## src/hw/rtl/pfg_mod_const.sv

```systemverilog
// three-stage remainder by a constant modulus, reciprocal multiply and one correction
module pfg_mod_const #(
    parameter int IN_W    = 6,
    parameter int MODULUS = 64
) (
    input  logic                       aclk,
    input  logic                       en,
    input  logic [IN_W-1:0]            x,
    output logic [$clog2(MODULUS)-1:0] r
);

    localparam int RW = $clog2(MODULUS);
    localparam int SH = IN_W + RW + 1;
    localparam int MW = IN_W + 2;
    localparam int PW = IN_W + MW;
    localparam int W2 = IN_W + RW;
    localparam logic [63:0]   RECIP_FULL = (64'd1 << SH) / 64'(MODULUS);
    localparam logic [MW-1:0] RECIP      = RECIP_FULL[MW-1:0];

    logic [IN_W-1:0] x1_reg;
    logic [IN_W-1:0] q1_reg;
    logic [RW:0]     r2_reg;
    logic [RW-1:0]   r3_reg;

    logic [PW-1:0]   prod_next;
    logic [IN_W-1:0] q_next;
    logic [W2-1:0]   qm_next;
    logic [W2-1:0]   diff_next;
    logic [RW:0]     r2_next;
    logic [RW-1:0]   r3_next;

    always_comb begin
        prod_next = PW'(x) * PW'(RECIP);
        q_next    = IN_W'(prod_next >> SH);
        qm_next   = W2'(q1_reg) * W2'(MODULUS);
        diff_next = W2'(x1_reg) - qm_next;
        r2_next   = diff_next[RW:0];
        if (r2_reg >= (RW+1)'(MODULUS)) begin
            r3_next = RW'(r2_reg - (RW+1)'(MODULUS));
        end else begin
            r3_next = r2_reg[RW-1:0];
        end
    end

    always_ff @(posedge aclk) begin
        if (en) begin
            x1_reg <= x;
            q1_reg <= q_next;
            r2_reg <= r2_next;
            r3_reg <= r3_next;
        end
    end

    assign r = r3_reg;

endmodule

```

## config.mk

```make
export PLATFORM = sky130hd
export DESIGN_NAME = pfg_mod_const
export DESIGN_NICKNAME = d
export VERILOG_FILES = /design/src/hw/rtl/pfg_mod_const.sv
export SDC_FILE = /design/constraint.sdc
export NUM_CORES = 1
export LEC_CHECK = 0
export ABC_AREA = 1
export BUFFER_PORTS_ARGS = -buffer_cell sky130_fd_sc_hd__buf_2
export CAP_MARGIN = 20
export CORE_AREA = 4 4 41 43
export CTS_CLUSTER_DIAMETER = 100
export DETAILED_ROUTE_END_ITERATION = 8
export DIE_AREA = 0 0 45 47
export SLEW_MARGIN = 20
export SYNTH_ARGS = -nofsm -noshare
export SYNTH_HDL_FRONTEND = slang
export SYNTH_SLANG_ARGS = --single-unit
```

## constraint.sdc

```tcl
create_clock -name aclk -period 1.7 [get_ports aclk]
set_clock_uncertainty 0.1 [all_clocks]
set_input_delay 0.17 -clock aclk [delete_from_list [all_inputs] [get_ports aclk]]
set_output_delay 0.17 -clock aclk [all_outputs]
set_load 0.005 [all_outputs]
```

==> flow_summary.ini <==
[synth]
ys_seq_elements = 18
syn_area_um2 = 541
syn_inst = 18
synth.yosys.seq_area_share_pct = 100
syn_avg_cell_area_um2 = 30.0
ys_types = 1
ys_warn_count = 0
synth_nets = 26

[worst_setup_path]
reg2reg_slack_ns = 0.97
criticalPathCategory = reg -> out
crit_slowest_cell = edfxtp_1
worst_ep_required_time_ns = 1.43
cpPeakStageDelay_ns = 0.37
cp_top_family = flip-flops
path_max_fanout = 1
crit_chain = buf_2
cp.arrival_ns = 0.79
endpoint_kind = output pin
start_kind = flop
reg2reg_to = r[3]
crit_buf_inv = 1
reg2regPathDepth = 0
r2r-start = r2_reg[3]

[placed_design]
pre_cts_ws_ns = 0.745
place_area_um2 = 624
gp_congestion = 0.565
port_buffers = 13

[min_path]
hold_path_end = x1_reg[4]
hold_depth = 1
min_from = en
hp-class = in -> reg

[timing]
min_period_over_period_pct = 62.2
final_critical_path_setup_slack_ns = 0.642
maxSlewHeadroom_pct = 75.3
hold_violations = 0
tightest_slew_ns = 0.371
clock.fmax_ghz = 0.946
setup_tns_ns = 0
finalCriticalPeriod_ns = 1.06
slew_violations = 0
setup_violations = 0
rsz0062_at_grt = no

[route]
drt_iter0_markers = 3
via_per_inst = 4.18
avgRoutedWirePerCell_um = 11.9
vias = 234
remaining_drc_errors = 0
firstDrtPassIters = 2
routed_wl_um = 665
detail-route-antenna-nets = 0

[floorplanning]
die-area_mm2 = 0.00212
io_pins = 14
die_w_um = 45
core_mm2 = 0.00130
die_y_um = 47
start_util_pct = 41.5
num_rows = 13

[clocking]
clk_latency_ns = 0.28
cts_tree = built
cts_sinks = 18
cts-buffers-inserted = 3
clockBufferDepth = 2
root_buffer = clkbuf_4
path_clk_slew_ns = 0.09
htreeDepth = 1
post_cts_resized = 0

[job]
maxCapViolCount = 0

[global_routing]
grt_max_degree = 19
grt_pass1_vias = 232
overflow = 0
grt_usage_pct = 7.03
antenna_found_initial = 0
grt_pass1_wl_um = 966

[final_layout]
drive_gt1_share_pct = 39.0
fin_area_um2 = 711
syn2layout_area_growth_pct = 31.5
num-multi-input-gates = 0
final_nets = 50
n_antenna_cell = 0
layout_common_cells = 18 x edfxtp_1, 13 x buf_2, 6 x dlygate4sd3_1, 3 x clkbuf_4, 1 x clkinv_1
multi_input_area_um2 = 0
layout_commonest_cell = edfxtp_1

[pwr]
irDropWorstVdd_mv = 0.552
p_leak_nw = 0.268
total_power_mw = 0.764
powerDensity_mw_per_mm2 = 1080

[status]
status = finished clean
## cell families after synthesis
| kind of cell | after synthesis | synth area share [%] |
|---|---|---|
| flip-flops | 18 | 100 |
## how the worst max path moves through the flow
stage          slack [ns]      start  cells past startpoint        end
4_1_cts              0.62       r[2]                      1       r[2]
5_1_grt              0.60       r[4]                      1       r[4]
2_1_floorplan        1.01  x1_reg[0]                      0  r2_reg[0]
3_5_place_dp         0.74         en                      1       r[3]
6_report             0.64       r[2]                      1       r[2]
3_3_place_gp         0.79         en                      1       r[0]
## per-layer routing
metal / wire, um / GRT usage, % / vias to the layer above
li1: - / - / 119
met1: 267 / 7.04 / 101
met2: 312 / 11.6 / 14
met3: 85 / 3.07 / 0
met4: 0 / 5.26 / 0
met5: 0 / 0 / -
## cell type report
class                 count  area [um^2]
Fill cell               107          591
Sequential cell          18          541
Timing Repair Buffer     19          125
Clock buffer              3         22.5
Tap cell                 15         18.8
Clock inverter            1         3.75
## cells in the mapped netlist
cell type  instances  area share (%)
edfxtp_1          18             100
## repair_timing
action                    4_1_cts  5_1_grt
hold endpoints to repair        6        0
hold buffers                    6        0
buffers inserted                0        0
## through the flow
stage	util (%)	std cells	hold WS, ns
after floorplan	-	18	0.169
after global placement	48.0	46	0.247
after detailed placement	48.0	46	0.248
after CTS	54.6	56	0.217
after global routing	54.6	56	0.224
final	54.6	56	0.222
## power by group
part,internal [mW],switching [mW]
registers,0.524,0.00697
logic,0.0198,0.0148
clock network,0.0851,0.114
total,0.628,0.136
No activity file was read; power rests on OpenSTA's default activity.
